File: src/bfa_pkg.sv
// Shared constants, codes and control types of the bitmap first-fit slot allocator.
package bfa_pkg;

  localparam int NUM_SLOTS = 64;
  localparam int NODE_BYTES = 64;

  localparam int SLOT_W = $clog2(NUM_SLOTS);
  localparam int CNT_W = $clog2(NUM_SLOTS + 1);
  localparam int SIZE_W = 13;
  localparam int ADDR_W = 32;
  localparam int USED_W = 7;
  localparam int STATUS_W = 2;

  localparam logic [ADDR_W-1:0] POOL_BYTES = ADDR_W'(NUM_SLOTS * NODE_BYTES);

  localparam logic [STATUS_W-1:0] ST_OK = 2'd0;
  localparam logic [STATUS_W-1:0] ST_NO_RUN = 2'd1;
  localparam logic [STATUS_W-1:0] ST_BAD_SIZE = 2'd2;
  localparam logic [STATUS_W-1:0] ST_OUTSIDE = 2'd3;

  localparam logic KIND_ALLOC = 1'b0;
  localparam logic KIND_RELEASE = 1'b1;

  typedef struct packed {
    logic load;
    logic scan_step;
    logic set_norun;
    logic fill;
    logic clear_step;
    logic out_load;
  } ctrl_cmd_t;

  typedef struct packed {
    logic [STATUS_W-1:0] status;
    logic                kind;
    logic                scan_stop;
    logic                scan_found;
    logic                clear_stop;
    logic                out_busy;
  } dp_stat_t;

endpackage

File: src/bfa_in_if.sv
// Request channel interface: transaction kind, byte size and release address.
interface bfa_in_if;
  logic                           valid;
  logic                           ready;
  logic                           kind;
  logic [bfa_pkg::SIZE_W-1:0]     size_bytes;
  logic [bfa_pkg::ADDR_W-1:0]     address;

  modport source (output valid, kind, size_bytes, address, input ready);
  modport sink (input valid, kind, size_bytes, address, output ready);
endinterface

File: src/bfa_out_if.sv
// Result channel interface: status, allocated address, used count and empty flag.
interface bfa_out_if;
  logic                           valid;
  logic                           ready;
  logic [bfa_pkg::STATUS_W-1:0]   status;
  logic [bfa_pkg::ADDR_W-1:0]     address_res;
  logic [bfa_pkg::USED_W-1:0]     used_slots;
  logic                           pool_empty;

  modport source (output valid, status, address_res, used_slots, pool_empty, input ready);
  modport sink (input valid, status, address_res, used_slots, pool_empty, output ready);
endinterface

File: src/bfa_ctrl.sv
// Controller state machine that sequences check, scan, fill, clear and result load.
module bfa_ctrl (
  input  logic                clk,
  input  logic                rst_n,
  input  logic                in_valid,
  output logic                in_ready,
  input  bfa_pkg::dp_stat_t   stat,
  output bfa_pkg::ctrl_cmd_t  cmd
);

  localparam logic [2:0] S_IDLE = 3'd0;
  localparam logic [2:0] S_CHECK = 3'd1;
  localparam logic [2:0] S_SCAN = 3'd2;
  localparam logic [2:0] S_FILL = 3'd3;
  localparam logic [2:0] S_CLEAR = 3'd4;
  localparam logic [2:0] S_DONE = 3'd5;

  logic [2:0] state_r, state_nxt;

  always_comb begin
    state_nxt = state_r;
    cmd = '0;
    in_ready = 1'b0;
    case (state_r)
      S_IDLE: begin
        in_ready = 1'b1;
        if (in_valid) begin
          cmd.load = 1'b1;
          state_nxt = S_CHECK;
        end
      end
      S_CHECK: begin
        if (stat.status != bfa_pkg::ST_OK) begin
          state_nxt = S_DONE;
        end else if (stat.kind == bfa_pkg::KIND_ALLOC) begin
          state_nxt = S_SCAN;
        end else begin
          state_nxt = S_CLEAR;
        end
      end
      S_SCAN: begin
        if (stat.scan_stop) begin
          if (stat.scan_found) begin
            state_nxt = S_FILL;
          end else begin
            cmd.set_norun = 1'b1;
            state_nxt = S_DONE;
          end
        end else begin
          cmd.scan_step = 1'b1;
        end
      end
      S_FILL: begin
        cmd.fill = 1'b1;
        state_nxt = S_DONE;
      end
      S_CLEAR: begin
        if (stat.clear_stop) begin
          state_nxt = S_DONE;
        end else begin
          cmd.clear_step = 1'b1;
        end
      end
      S_DONE: begin
        if (!stat.out_busy) begin
          cmd.out_load = 1'b1;
          state_nxt = S_IDLE;
        end
      end
      default: begin
        state_nxt = S_IDLE;
      end
    endcase
  end

  always_ff @(posedge clk) begin
    if (!rst_n) begin
      state_r <= S_IDLE;
    end else begin
      state_r <= state_nxt;
    end
  end

endmodule

File: src/bfa_dp.sv
// Datapath holding the slot bitmap, used count, scan counters and the result register.
module bfa_dp (
  input  logic                           clk,
  input  logic                           rst_n,
  input  logic                           cfg_we,
  input  logic [bfa_pkg::ADDR_W-1:0]     cfg_wdata,
  input  logic                           in_kind,
  input  logic [bfa_pkg::SIZE_W-1:0]     in_size_bytes,
  input  logic [bfa_pkg::ADDR_W-1:0]     in_address,
  input  bfa_pkg::ctrl_cmd_t             cmd,
  output bfa_pkg::dp_stat_t              stat,
  output logic                           out_valid,
  input  logic                           out_ready,
  output logic [bfa_pkg::STATUS_W-1:0]   out_status,
  output logic [bfa_pkg::ADDR_W-1:0]     out_address_res,
  output logic [bfa_pkg::USED_W-1:0]     out_used_slots,
  output logic                           out_pool_empty
);

  logic [bfa_pkg::ADDR_W-1:0]    pool_base_r, pool_base_nxt;
  logic [bfa_pkg::NUM_SLOTS-1:0] map_r, map_nxt;
  logic [bfa_pkg::CNT_W-1:0]     used_r, used_nxt;
  logic                          out_valid_r, out_valid_nxt;

  logic [bfa_pkg::CNT_W-1:0]     nodes_r, nodes_nxt;
  logic [bfa_pkg::CNT_W-1:0]     slot_r, slot_nxt;
  logic [bfa_pkg::CNT_W-1:0]     run_r, run_nxt;
  logic [bfa_pkg::NUM_SLOTS-1:0] len_mask_r, len_mask_nxt;
  logic                          kind_r, kind_nxt;
  logic [bfa_pkg::STATUS_W-1:0]  status_r, status_nxt;
  logic [bfa_pkg::ADDR_W-1:0]    res_addr_r, res_addr_nxt;

  logic [bfa_pkg::STATUS_W-1:0]  out_status_r, out_status_nxt;
  logic [bfa_pkg::ADDR_W-1:0]    out_addr_r, out_addr_nxt;
  logic [bfa_pkg::USED_W-1:0]    out_used_r, out_used_nxt;
  logic                          out_empty_r, out_empty_nxt;

  logic [bfa_pkg::SIZE_W:0]      size_sum;
  logic [bfa_pkg::SIZE_W:0]      nodes_full;
  logic [bfa_pkg::CNT_W-1:0]     nodes_load;
  logic [bfa_pkg::ADDR_W-1:0]    offset;
  logic [bfa_pkg::CNT_W-1:0]     start_slot;
  logic [bfa_pkg::NUM_SLOTS:0]   ones_ext;
  logic                          bad_size;
  logic                          outside;
  logic [bfa_pkg::STATUS_W-1:0]  pre_status;
  logic [bfa_pkg::SLOT_W-1:0]    slot_idx;
  logic [bfa_pkg::CNT_W-1:0]     first;

  always_comb begin
    size_sum = {1'b0, in_size_bytes} + (bfa_pkg::SIZE_W + 1)'(bfa_pkg::NODE_BYTES - 1);
    nodes_full = (bfa_pkg::SIZE_W + 1)'(size_sum / bfa_pkg::NODE_BYTES);
    nodes_load = nodes_full[bfa_pkg::CNT_W-1:0];
    offset = in_address - pool_base_r;
    start_slot = bfa_pkg::CNT_W'(offset / bfa_pkg::NODE_BYTES);
    ones_ext = ((bfa_pkg::NUM_SLOTS + 1)'(1) << nodes_load) - (bfa_pkg::NUM_SLOTS + 1)'(1);
    bad_size = (in_size_bytes == '0) ||
               (nodes_full > (bfa_pkg::SIZE_W + 1)'(bfa_pkg::NUM_SLOTS));
    outside = (in_kind == bfa_pkg::KIND_RELEASE) && (offset >= bfa_pkg::POOL_BYTES);
    if (bad_size) begin
      pre_status = bfa_pkg::ST_BAD_SIZE;
    end else if (outside) begin
      pre_status = bfa_pkg::ST_OUTSIDE;
    end else begin
      pre_status = bfa_pkg::ST_OK;
    end
    slot_idx = slot_r[bfa_pkg::SLOT_W-1:0];
    first = slot_r - run_r;
  end

  always_comb begin
    pool_base_nxt = cfg_we ? cfg_wdata : pool_base_r;
    map_nxt = map_r;
    used_nxt = used_r;
    nodes_nxt = nodes_r;
    slot_nxt = slot_r;
    run_nxt = run_r;
    len_mask_nxt = len_mask_r;
    kind_nxt = kind_r;
    status_nxt = status_r;
    res_addr_nxt = res_addr_r;

    if (cmd.load) begin
      kind_nxt = in_kind;
      nodes_nxt = nodes_load;
      status_nxt = pre_status;
      res_addr_nxt = '0;
      len_mask_nxt = ones_ext[bfa_pkg::NUM_SLOTS-1:0];
      if (in_kind == bfa_pkg::KIND_RELEASE) begin
        slot_nxt = start_slot;
        run_nxt = nodes_load;
      end else begin
        slot_nxt = '0;
        run_nxt = '0;
      end
    end

    if (cmd.scan_step) begin
      run_nxt = map_r[slot_idx] ? '0 : run_r + bfa_pkg::CNT_W'(1);
      slot_nxt = slot_r + bfa_pkg::CNT_W'(1);
    end

    if (cmd.set_norun) begin
      status_nxt = bfa_pkg::ST_NO_RUN;
    end

    if (cmd.fill) begin
      map_nxt = map_r | (len_mask_r << first);
      used_nxt = used_r + nodes_r;
      res_addr_nxt = pool_base_r +
                     bfa_pkg::ADDR_W'(first) * bfa_pkg::ADDR_W'(bfa_pkg::NODE_BYTES);
    end

    if (cmd.clear_step) begin
      map_nxt[slot_idx] = 1'b0;
      if (map_r[slot_idx]) begin
        used_nxt = used_r - bfa_pkg::CNT_W'(1);
      end
      slot_nxt = slot_r + bfa_pkg::CNT_W'(1);
      run_nxt = run_r - bfa_pkg::CNT_W'(1);
    end

    out_status_nxt = out_status_r;
    out_addr_nxt = out_addr_r;
    out_used_nxt = out_used_r;
    out_empty_nxt = out_empty_r;
    if (cmd.out_load) begin
      out_valid_nxt = 1'b1;
      out_status_nxt = status_r;
      out_addr_nxt = res_addr_r;
      out_used_nxt = bfa_pkg::USED_W'(used_r);
      out_empty_nxt = (used_r == '0);
    end else if (out_valid_r && out_ready) begin
      out_valid_nxt = 1'b0;
    end else begin
      out_valid_nxt = out_valid_r;
    end
  end

  always_ff @(posedge clk) begin
    if (!rst_n) begin
      pool_base_r <= '0;
      map_r <= '0;
      used_r <= '0;
      out_valid_r <= 1'b0;
    end else begin
      pool_base_r <= pool_base_nxt;
      map_r <= map_nxt;
      used_r <= used_nxt;
      out_valid_r <= out_valid_nxt;
    end
  end

  always_ff @(posedge clk) begin
    nodes_r <= nodes_nxt;
    slot_r <= slot_nxt;
    run_r <= run_nxt;
    len_mask_r <= len_mask_nxt;
    kind_r <= kind_nxt;
    status_r <= status_nxt;
    res_addr_r <= res_addr_nxt;
    out_status_r <= out_status_nxt;
    out_addr_r <= out_addr_nxt;
    out_used_r <= out_used_nxt;
    out_empty_r <= out_empty_nxt;
  end

  always_comb begin
    stat.status = status_r;
    stat.kind = kind_r;
    stat.scan_found = (run_r == nodes_r);
    stat.scan_stop = (slot_r == bfa_pkg::CNT_W'(bfa_pkg::NUM_SLOTS)) || (run_r == nodes_r);
    stat.clear_stop = (run_r == '0) || (slot_r == bfa_pkg::CNT_W'(bfa_pkg::NUM_SLOTS));
    stat.out_busy = out_valid_r && !out_ready;
  end

  assign out_valid = out_valid_r;
  assign out_status = out_status_r;
  assign out_address_res = out_addr_r;
  assign out_used_slots = out_used_r;
  assign out_pool_empty = out_empty_r;

endmodule

File: src/bitmap_first_fit_slot_allocator.sv
// Top level of the bitmap first-fit slot allocator: controller, datapath and channels.
//
// Requests arrive on in_ch as valid/ready transactions carrying kind (0 allocate,
// 1 release), a byte size and, for a release, the run's start address. Each
// request yields exactly one transaction on out_ch with a status, the allocated
// address, the used-slot count and an empty flag. pool_base is written through
// cfg_we/cfg_wdata; it is the user who must write it only while the block is idle,
// which the block itself does not enforce. One request is processed at a time.
// A rejected request goes from the check state straight to the done state. An
// allocate walks the bitmap one slot per cycle until the first long enough free
// run is found; the whole run is then marked at once in the fill state. A release
// clears the run one slot per cycle.
// The result is held in an output register; the next request is accepted in the
// cycle after the current result is loaded. A new result waits while out_ch is
// stalled.
// Synchronous active-low reset frees every slot, clears pool_base and drops
// out_ch valid.
module bitmap_first_fit_slot_allocator (
  input  logic                        clk,
  input  logic                        rst_n,
  input  logic                        cfg_we,
  input  logic [bfa_pkg::ADDR_W-1:0]  cfg_wdata,
  bfa_in_if.sink                      in_ch,
  bfa_out_if.source                   out_ch
);

  bfa_pkg::ctrl_cmd_t cmd;
  bfa_pkg::dp_stat_t  stat;

  bfa_ctrl u_ctrl (
    .clk      (clk),
    .rst_n    (rst_n),
    .in_valid (in_ch.valid),
    .in_ready (in_ch.ready),
    .stat     (stat),
    .cmd      (cmd)
  );

  bfa_dp u_dp (
    .clk             (clk),
    .rst_n           (rst_n),
    .cfg_we          (cfg_we),
    .cfg_wdata       (cfg_wdata),
    .in_kind         (in_ch.kind),
    .in_size_bytes   (in_ch.size_bytes),
    .in_address      (in_ch.address),
    .cmd             (cmd),
    .stat            (stat),
    .out_valid       (out_ch.valid),
    .out_ready       (out_ch.ready),
    .out_status      (out_ch.status),
    .out_address_res (out_ch.address_res),
    .out_used_slots  (out_ch.used_slots),
    .out_pool_empty  (out_ch.pool_empty)
  );

endmodule
File: src/flat_wrapper.sv
// flat-port wrapper written by rule: the top's interface ports become plain ports
module bitmap_first_fit_slot_allocator_flat 
  (clk, rst_n, cfg_we, cfg_wdata, in_ch_valid, in_ch_kind, in_ch_size_bytes, in_ch_address, in_ch_ready, out_ch_valid, out_ch_status, out_ch_address_res, out_ch_used_slots, out_ch_pool_empty, out_ch_ready);
  bfa_in_if in_ch_i ();
  bfa_out_if out_ch_i ();
  input  logic clk;
  input  logic rst_n;
  input  logic cfg_we;
  input  logic [bfa_pkg::ADDR_W-1:0] cfg_wdata;
  input wire logic [$bits(in_ch_i.valid)-1:0] in_ch_valid;
  input wire logic [$bits(in_ch_i.kind)-1:0] in_ch_kind;
  input wire logic [$bits(in_ch_i.size_bytes)-1:0] in_ch_size_bytes;
  input wire logic [$bits(in_ch_i.address)-1:0] in_ch_address;
  output wire logic [$bits(in_ch_i.ready)-1:0] in_ch_ready;
  output wire logic [$bits(out_ch_i.valid)-1:0] out_ch_valid;
  output wire logic [$bits(out_ch_i.status)-1:0] out_ch_status;
  output wire logic [$bits(out_ch_i.address_res)-1:0] out_ch_address_res;
  output wire logic [$bits(out_ch_i.used_slots)-1:0] out_ch_used_slots;
  output wire logic [$bits(out_ch_i.pool_empty)-1:0] out_ch_pool_empty;
  input wire logic [$bits(out_ch_i.ready)-1:0] out_ch_ready;
  assign in_ch_i.valid = in_ch_valid;
  assign in_ch_i.kind = in_ch_kind;
  assign in_ch_i.size_bytes = in_ch_size_bytes;
  assign in_ch_i.address = in_ch_address;
  assign in_ch_ready = in_ch_i.ready;
  assign out_ch_valid = out_ch_i.valid;
  assign out_ch_status = out_ch_i.status;
  assign out_ch_address_res = out_ch_i.address_res;
  assign out_ch_used_slots = out_ch_i.used_slots;
  assign out_ch_pool_empty = out_ch_i.pool_empty;
  assign out_ch_i.ready = out_ch_ready;
  bitmap_first_fit_slot_allocator u_core (.clk(clk), .rst_n(rst_n), .cfg_we(cfg_we), .cfg_wdata(cfg_wdata), .in_ch(in_ch_i), .out_ch(out_ch_i));
endmodule
File: config.mk
export PLATFORM = sky130hd
export DESIGN_NAME = bitmap_first_fit_slot_allocator_flat
export DESIGN_NICKNAME = d
export VERILOG_FILES = /design/src/bfa_pkg.sv /design/src/bfa_in_if.sv /design/src/bfa_out_if.sv /design/src/bfa_ctrl.sv /design/src/bfa_dp.sv /design/src/bitmap_first_fit_slot_allocator.sv /design/src/flat_wrapper.sv
export SDC_FILE = /design/constraint.sdc
export NUM_CORES = 1
export LEC_CHECK = 0
export BUFFER_PORTS_ARGS = -buffer_cell sky130_fd_sc_hd__buf_2
export CAP_MARGIN = 10
export CORE_MARGIN = 4
export CORE_UTILIZATION = 35
export CTS_BUF_LIST = sky130_fd_sc_hd__clkbuf_4
export CTS_CLUSTER_DIAMETER = 200
export DETAILED_ROUTE_END_ITERATION = 10
export GPL_ROUTABILITY_DRIVEN = 0
export HOLD_SLACK_MARGIN = 0.02
export PLACE_DENSITY = 0.53
export SYNTH_ARGS = -nofsm -noshare
export SYNTH_HDL_FRONTEND = slang
export SYNTH_HIERARCHICAL = 1
export SYNTH_SLANG_ARGS = --single-unit
File: constraint.sdc
create_clock -name clk -period 10.3 [get_ports clk]
set_input_delay 1.03 -clock clk [delete_from_list [all_inputs] [get_ports clk]]
set_output_delay 1.03 -clock clk [all_outputs]
set_load 0.03 [all_outputs]
==> results.json, run 1 <==
{
  "status": "finished clean",
  "ff_latch_area_sq_um": 6990,
  "syn-instance-count": 2131,
  "finalNetCount": 2374,
  "holdPathStages": 0,
  "detail_route.first_pass.iterations": 7,
  "critical_path.endpoint_type": "flip-flop",
  "clock_latency_ns": 0.83,
  "post-route-drc-count": 0,
  "route.detailed.wl_per_inst_um": 20.6,
  "postSynthNetCount": 2276,
  "fp.dieH_um": 244,
  "synth_ff_type": "sky130_fd_sc_hd__edfxtp_1",
  "finalSetupTns_ns": 0,
  "final_max_slew_viol_count": 0,
  "num-fill-cells": 5594,
  "multiInputGateArea_sq_um": 11700,
  "synth_enable_flop_cells": 160,
  "dpl.hpwl_mm": 46.4,
  "cts_repair_resize_count": 0,
  "antenna_found_initial": 1,
  "cp_max_fo": 64,
  "startpoint_type": "flip-flop",
  "die_area_sq_um": 59700,
  "cts_post_setup_buffers_inserted": 0,
  "min-delay-path-class": "flip-flop to flip-flop",
  "timing.max_cap.violations": 0,
  "synthesis.yosys.warnings": 6,
  "post-synth-top-count-cell": "sky130_fd_sc_hd__nand2_1",
  "critical_path.reg2reg.startpoint": "u_core/u_dp/slot_r[1]$_DFFE_PP_",
  "post_dp_cell_area_sq_um": 20800,
  "timing.critical_path.required_ns": 10.88,
  "r2r_end": "u_core/u_dp/res_addr_r[26]$_SDFFCE_PN0P_",
  "stdcell_area_sq_um": 21900,
  "finalSetupViolations": 0,
  "placement.io_buffers": 126,
  "drt-vias-per-instance": 5.63,
  "ff2ff_setup_slack_ns": 5.15,
  "ys_ff_latch": 269,
  "final_period_minus_worst_setup_slack_ns": 5.15,
  "numCtsBuffers": 80,
  "synth-seq-area-share_pct": 35.7,
  "vias": 17100,
  "rsz0062_at_grt": "no",
  "numPlacedInstances": 2895,
  "tightestPinTransition_ns": 1.07,
  "via_count_of_the_first_global_routing_pass": 16500,
  "critPathKind": "flip-flop to flip-flop",
  "chipWidth_um": 244,
  "tritoncts_clock_tree": "yes",
  "synth_async_sr_flop_share_pct": 0,
  "worst_clock_skew_ns": 0.0614,
  "synth.cells.most_frequent": "sky130_fd_sc_hd__nand2_1, sky130_fd_sc_hd__nor2_1, sky130_fd_sc_hd__edfxtp_1",
  "postRouteAntennaNets": 0,
  "grt.overflow.total": 0,
  "maxClockFrequency_mhz": 194,
  "synthesis.area_sq_um": 19500,
  "max-slew-margin-rel_pct": 28.3,
  "worst_setup_hold_path_clk_slew_ns": 0.07,
  "final_cell_count_without_fillers": 3045,
  "number_of_hold_repair_buffers_added_at_the_cts_stage": 0,
  "hold_fails_final_rpt": 0,
  "wirelength_mm": 62.6,
  "htree_num_levels": 3,
  "core.rowCount": 86,
  "design.core.area_sq_um": 55200,
  "unique_masters_post_synth": 94,
  "r2r_cells": 15,
  "tritoncts_num_sinks": 269,
  "first_iter_violations": 1324,
  "post_route_cells_drive_above_1_share_pct": 18.5,
  "synth_top_cell_area_share_pct": 24.6,
  "post-route-period-util_pct": 50.0,
  "crit_arrival_ns": 5.73,
  "area_growth_syn_to_layout_pct": 12.0,
  "ctsRootBufferMaster": "sky130_fd_sc_hd__clkbuf_4",
  "syn-mean-instance-area_sq_um": 9.17,
  "global_route_wire_length_before_repair_mm": 97.1,
  "clock_tree.buffer_depth": 3,
  "synth_top_area_cells": "sky130_fd_sc_hd__edfxtp_1, sky130_fd_sc_hd__dfxtp_1, sky130_fd_sc_hd__mux4_2",
  "grt_usage_pct": 20.4,
  "synth_top_area_cell": "sky130_fd_sc_hd__edfxtp_1",
  "design.portCount": 127,
  "floorplan.initialDensity_pct": 35.4,
  "whs_endpoint": "u_core/u_dp/out_address_res[11]$_DFFE_PP_",
  "largest_net_degree_at_the_start_of_global_routing": 97,
  "worst_hold_startpoint": "u_core/u_dp/res_addr_r[11]$_SDFFCE_PN0P_"
}
-- routing by layer --
metal  global-route usage [%]  wire length [um]  vias to the layer above
li1                         -                 -                     8131
met1                     29.2             29100                     8246
met2                     30.7             27400                      632
met3                     3.60              3910                      135
met4                     8.15              2220                        0
met5                        0                 0                        -
-- final cells by class --
| cell class | count | area share, % |
|---|---|---|
| Sequential cell | 269 | 31.9 |
| Inverter | 101 | 1.73 |
| Clock inverter | 31 | 0.897 |
| Timing Repair Buffer | 151 | 3.74 |
| Tap cell | 748 | 4.27 |
| Clock buffer | 117 | 4.01 |
| Antenna cell | 2 | 0.0229 |
| Multi-Input combinational cell | 1626 | 53.4 |
-- cell usage in the layout, fill, tap and decap left out, types with 42 or more instances in the layout --
cell / n
sky130_fd_sc_hd__ha_1: 57
sky130_fd_sc_hd__a21oi_1: 129
sky130_fd_sc_hd__nor2b_1: 59
sky130_fd_sc_hd__and2_1: 52
sky130_fd_sc_hd__clkbuf_4: 117
sky130_fd_sc_hd__mux2i_1: 134
sky130_fd_sc_hd__nand2_1: 235
sky130_fd_sc_hd__inv_1: 97
sky130_fd_sc_hd__nand3_1: 66
sky130_fd_sc_hd__mux4_2: 61
sky130_fd_sc_hd__edfxtp_1: 160
sky130_fd_sc_hd__nor3_1: 42
sky130_fd_sc_hd__nor2_1: 165
sky130_fd_sc_hd__buf_2: 126
sky130_fd_sc_hd__dfxtp_1: 109
sky130_fd_sc_hd__xnor2_1: 56
sky130_fd_sc_hd__o21ai_0: 103
-- how the worst max path moves through the flow --
stage / startpoint / endpoint / slack, ns / depth (start not counted)
floorplan: u_core/u_dp/slot_r[0]$_DFFE_PP_ / u_core/u_dp/res_addr_r[26]$_SDFFCE_PN0P_ / 5.43 / 20
global placement: in_ch_size_bytes[8] / u_core/u_dp/len_mask_r[50]$_DFFE_PP_ / 4.94 / 15
detailed placement: in_ch_size_bytes[8] / u_core/u_dp/len_mask_r[50]$_DFFE_PP_ / 4.84 / 15
CTS: u_core/u_dp/slot_r[1]$_DFFE_PP_ / u_core/u_dp/res_addr_r[31]$_SDFFCE_PN0P_ / 5.21 / 15
global route: u_core/u_dp/slot_r[0]$_DFFE_PP_ / u_core/u_dp/res_addr_r[31]$_SDFFCE_PN0P_ / 4.85 / 18
finish: u_core/u_dp/slot_r[1]$_DFFE_PP_ / u_core/u_dp/res_addr_r[26]$_SDFFCE_PN0P_ / 5.15 / 15
-- flip-flops by register name, summed over array words and instances, names as in the netlist --
signal and cells:
u_core/u_dp/out_address_res 32, u_core/u_dp/map_r 64, u_core/u_dp/out_pool_empty 1, u_core/u_dp/len_mask_r 64, u_core/u_dp/out_valid 1, u_core/u_dp/kind_r 1, u_core/u_dp/used_r 7, u_core/u_dp/res_addr_r 32
u_core/u_dp/status_r 2, u_core/u_dp/run_r 7, u_core/u_dp/pool_base_r 32, u_core/u_dp/out_used_slots 7, u_core/u_dp/out_status 2, u_core/u_dp/slot_r 7, u_core/u_dp/nodes_r 7, u_core/u_ctrl/state_r 3
-- critical path: stages (launching register included) --
cell and delay [ns]:
sky130_fd_sc_hd__edfxtp_1 1.00, sky130_fd_sc_hd__ha_1 0.37, sky130_fd_sc_hd__a21o_1 0.18, sky130_fd_sc_hd__a21o_1 0.23, sky130_fd_sc_hd__xnor2_4 0.13, sky130_fd_sc_hd__buf_4 0.60
sky130_fd_sc_hd__clkinv_1 0.32, sky130_fd_sc_hd__ha_1 0.41, sky130_fd_sc_hd__a21oi_1 0.11, sky130_fd_sc_hd__o21bai_1 0.13, sky130_fd_sc_hd__a21oi_1 0.12, sky130_fd_sc_hd__o21bai_1 0.41
sky130_fd_sc_hd__nand3b_1 0.35, sky130_fd_sc_hd__nor3b_1 0.32, sky130_fd_sc_hd__xnor2_1 0.08, sky130_fd_sc_hd__and2_1 0.15
-- logic make-up (layout without fill, tap and decap cells) --
logic type	Yosys count	after routing	share of synthesized area, %
other cells	0	2	0
mux	216	216	15.1
buf+inv	236	400	4.73
flops	269	269	35.7
simple gates	766	766	19.2
xor+xnor	85	85	3.94
fa+ha+maj	62	62	4.12
compound gates	497	497	17.2
-- per-stage QoR --
stage	utilization (%)	setup slack, ns	hold WS [ns]
floorplan	-	5.43	0.400
global placement	37.7	4.94	0.401
detailed placement	37.7	4.84	0.405
CTS	39.7	5.21	0.346
global route	39.7	4.85	0.397
finish	39.7	5.15	0.400
Power of run 1 is left out: the tool's default activity adds up to more than one toggle a clock period on the data nets, which glitch-free logic cannot reach.
==> inputs of run 2 (changes only) <==
PLACE_DENSITY = 0.55   (was 0.53)
clock period = 4.43 ns   (was 10.3 ns; I/O delays follow)
==> run 2 against run 1 <==
Against the previous run: core utilization is 1.1 points higher; clock-buffer cell count decreased by 2; register-to-register slack worse by 4.8 ns; routed wire length is essentially flat; global-route usage barely moved; hold slack got worse by 0.27 ns; sequential share of layout area shrank 0.84 points; non-clock buffer count rose by 65; die area did not move; via count increased by 2.1%; sequential cell count stayed put; critical endpoint is now u_core/u_dp/map_r[57]$_SDFF_PN0_; largest cell class unchanged.
==> results.json, run 2 (synthesis results as in run 1) <==
{
  "status": "finished clean",
  "ff2ff_setup_slack_ns": 0.40,
  "critical_path.reg2reg.startpoint": "u_core/u_dp/run_r[1]$_DFFE_PP_",
  "finalSetupViolations": 0,
  "post_route_cells_drive_above_1_share_pct": 19.4,
  "ctsRootBufferMaster": "sky130_fd_sc_hd__clkbuf_4",
  "floorplan.initialDensity_pct": 35.4,
  "hold_fails_final_rpt": 0,
  "design.core.area_sq_um": 55200,
  "tritoncts_clock_tree": "yes",
  "design.portCount": 127,
  "drt-vias-per-instance": 5.63,
  "grt_usage_pct": 20.4,
  "fp.dieH_um": 244,
  "antenna_found_initial": 2,
  "worstSetupEndpoint": "u_core/u_dp/map_r[57]$_SDFF_PN0_",
  "finalNetCount": 2438,
  "worst_setup_hold_path_clk_slew_ns": 0.06,
  "postRouteAntennaNets": 0,
  "cell_depth_of_the_worst_setup_path": 9,
  "area_growth_syn_to_layout_pct": 15.0,
  "clock_latency_ns": 0.82,
  "ratio_of_total_power_to_cell_area_nw_per_um2": 885,
  "static-leakage-power_nw": 8.53,
  "placement.io_buffers": 126,
  "postLayoutSetupSlackWorst_ns": 0.399,
  "final_cell_count_without_fillers": 3106,
  "setup.worst_path.start": "u_core/u_dp/run_r[1]$_DFFE_PP_",
  "worst_path_largest_cell_delay_ns": 1.16,
  "min-delay-path-class": "input port to flip-flop",
  "vias": 17500,
  "numCtsBuffers": 79,
  "grt.overflow.total": 0,
  "post-route-drc-count": 0,
  "chipWidth_um": 244,
  "tightestPinTransition_ns": 1.04,
  "worstPathBufferInverterCount": 2,
  "via_count_of_the_first_global_routing_pass": 16900,
  "rsz0062_at_grt": "no",
  "largest_net_degree_at_the_start_of_global_routing": 64,
  "die_area_sq_um": 59700,
  "global_route_wire_length_before_repair_mm": 97.5,
  "maxClockFrequency_mhz": 248,
  "worstPathCellList": "inv_1 > fa_4 > buf_4 > mux4_2 > mux2i_1 > mux2i_1 > mux4_2 > a21oi_1 > nor2_1",
  "final_period_minus_worst_setup_slack_ns": 4.03,
  "worst_clock_skew_ns": 0.0641,
  "timing.max_cap.violations": 0,
  "finalSetupTns_ns": 0,
  "cp_max_fo": 26,
  "critical_path.endpoint_type": "flip-flop",
  "final_common_cell": "sky130_fd_sc_hd__nand2_1",
  "core.rowCount": 86,
  "post-route-period-util_pct": 91.0,
  "wirelength_mm": 62.7,
  "numPlacedInstances": 2926,
  "detail_route.first_pass.iterations": 6,
  "htree_num_levels": 3,
  "critPathKind": "flip-flop to flip-flop",
  "route.detailed.wl_per_inst_um": 20.2,
  "max-slew-margin-rel_pct": 30.6,
  "r2r_cells": 9,
  "tritoncts_num_sinks": 269,
  "clock_tree.buffer_depth": 3,
  "startpoint_type": "flip-flop",
  "cts_post_setup_buffers_inserted": 0,
  "reg.largest.list": "u_core/u_dp/len_mask_r x64, u_core/u_dp/map_r x64",
  "pre_cts_slack_ns": 0.366,
  "r2r_end": "u_core/u_dp/map_r[57]$_SDFF_PN0_",
  "final_util_pct": 40.7,
  "final_max_slew_viol_count": 0,
  "first_iter_violations": 1435,
  "vdd_drop_max_v": 0.00106,
  "timing.critical_path.required_ns": 5.10,
  "critical_path.top_delay_family": "multiplexers",
  "crit_arrival_ns": 4.70,
  "worst_path_max_delay_cell": "sky130_fd_sc_hd__fa_4",
  "dpl.hpwl_mm": 46.5,
  "most-common-layout-cells": "sky130_fd_sc_hd__nand2_1, sky130_fd_sc_hd__nor2_1, sky130_fd_sc_hd__edfxtp_1"
}
[run 2: cell types whose count changed in the layout (fill, tap and decap cells not counted), moves of 3 or more]
cell / previous run / this run
sky130_fd_sc_hd__buf_4: 25 / 54
sky130_fd_sc_hd__clkinv_1: 21 / 17
sky130_fd_sc_hd__clkinv_2: 3 / 6
sky130_fd_sc_hd__dlygate4sd3_1: 0 / 34
sky130_fd_sc_hd__inv_6: 4 / 1
[run 2: through the flow]
step	instance area, sq um	hold WS, ns	power, mW
6_report	22500	0.131	19.9
2_1_floorplan	19600	0.400	13.3
4_1_cts	22500	0.0326	19.7
3_5_place_dp	21100	0.405	17.1
5_1_grt	22500	0.0784	21.2
3_3_place_gp	21100	0.401	17.1
[run 2: how the worst min path moves through the flow]
| stage | cells past startpoint | start | endpoint |
|---|---|---|---|
| 6_report | 5 | in_ch_valid | u_core/u_ctrl/state_r[2]$_SDFFE_PN0P_ |
| 3_5_place_dp | 0 | u_core/u_dp/res_addr_r[11]$_SDFFCE_PN0P_ | u_core/u_dp/out_address_res[11]$_DFFE_PP_ |
| 3_3_place_gp | 0 | u_core/u_dp/res_addr_r[0]$_SDFFCE_PN0P_ | u_core/u_dp/out_address_res[0]$_DFFE_PP_ |
| 2_1_floorplan | 0 | u_core/u_dp/res_addr_r[0]$_SDFFCE_PN0P_ | u_core/u_dp/out_address_res[0]$_DFFE_PP_ |
| 5_1_grt | 2 | in_ch_valid | u_core/u_dp/nodes_r[0]$_DFFE_PP_ |
| 4_1_cts | 2 | in_ch_size_bytes[12] | u_core/u_dp/len_mask_r[63]$_DFFE_PP_ |
[run 2: routing by layer]
| layer | vias up | global-route usage [%] | wire length, um |
|---|---|---|---|
| met1 | 8383 | 28.3 | 28100 |
| li1 | 8239 | - | - |
| met4 | 0 | 9.25 | 2760 |
| met5 | - | 0 | 0 |
| met2 | 714 | 31.1 | 27600 |
| met3 | 164 | 3.89 | 4210 |
[run 2: report_power, final]
| part | leakage (nW) | switching, mW | internal, mW | total (mW) |
|---|---|---|---|---|
| clock | 0.627 | 1.16 | 1.33 | 2.49 |
| sequential | 2.35 | 0.302 | 3.11 | 3.41 |
| combinational | 5.56 | 8.73 | 5.26 | 14.0 |
| total | 8.53 | 10.2 | 9.69 | 19.9 |
[run 2: cell type report]
type,count,area (sq um)
diodes,2,5.00
well taps,748,936
inverters,101,379
multi-input cells,1626,11700
clock inverters,29,193
fillers,5537,32700
flip-flops and latches,269,6990
repair buffers,216,1420
clock buffers,115,863
[run 2: worst reg2reg max path, cell delays in order (launching register included)]
cell and delay (ns):
sky130_fd_sc_hd__edfxtp_1 0.50, sky130_fd_sc_hd__inv_1 0.22, sky130_fd_sc_hd__fa_4 1.16, sky130_fd_sc_hd__buf_4 0.29
sky130_fd_sc_hd__mux4_2 0.54, sky130_fd_sc_hd__mux2i_1 0.22, sky130_fd_sc_hd__mux2i_1 0.29, sky130_fd_sc_hd__mux4_2 0.52
sky130_fd_sc_hd__a21oi_1 0.15, sky130_fd_sc_hd__nor2_1 0.06
[run 2: timing repair]
item | 4_1_cts | 5_1_grt
resized for setup | 0 | 0
hold buffers | 34 | 0
endpoints found under the hold margin | 37 | 0
(Power assumes the default switching activity.)
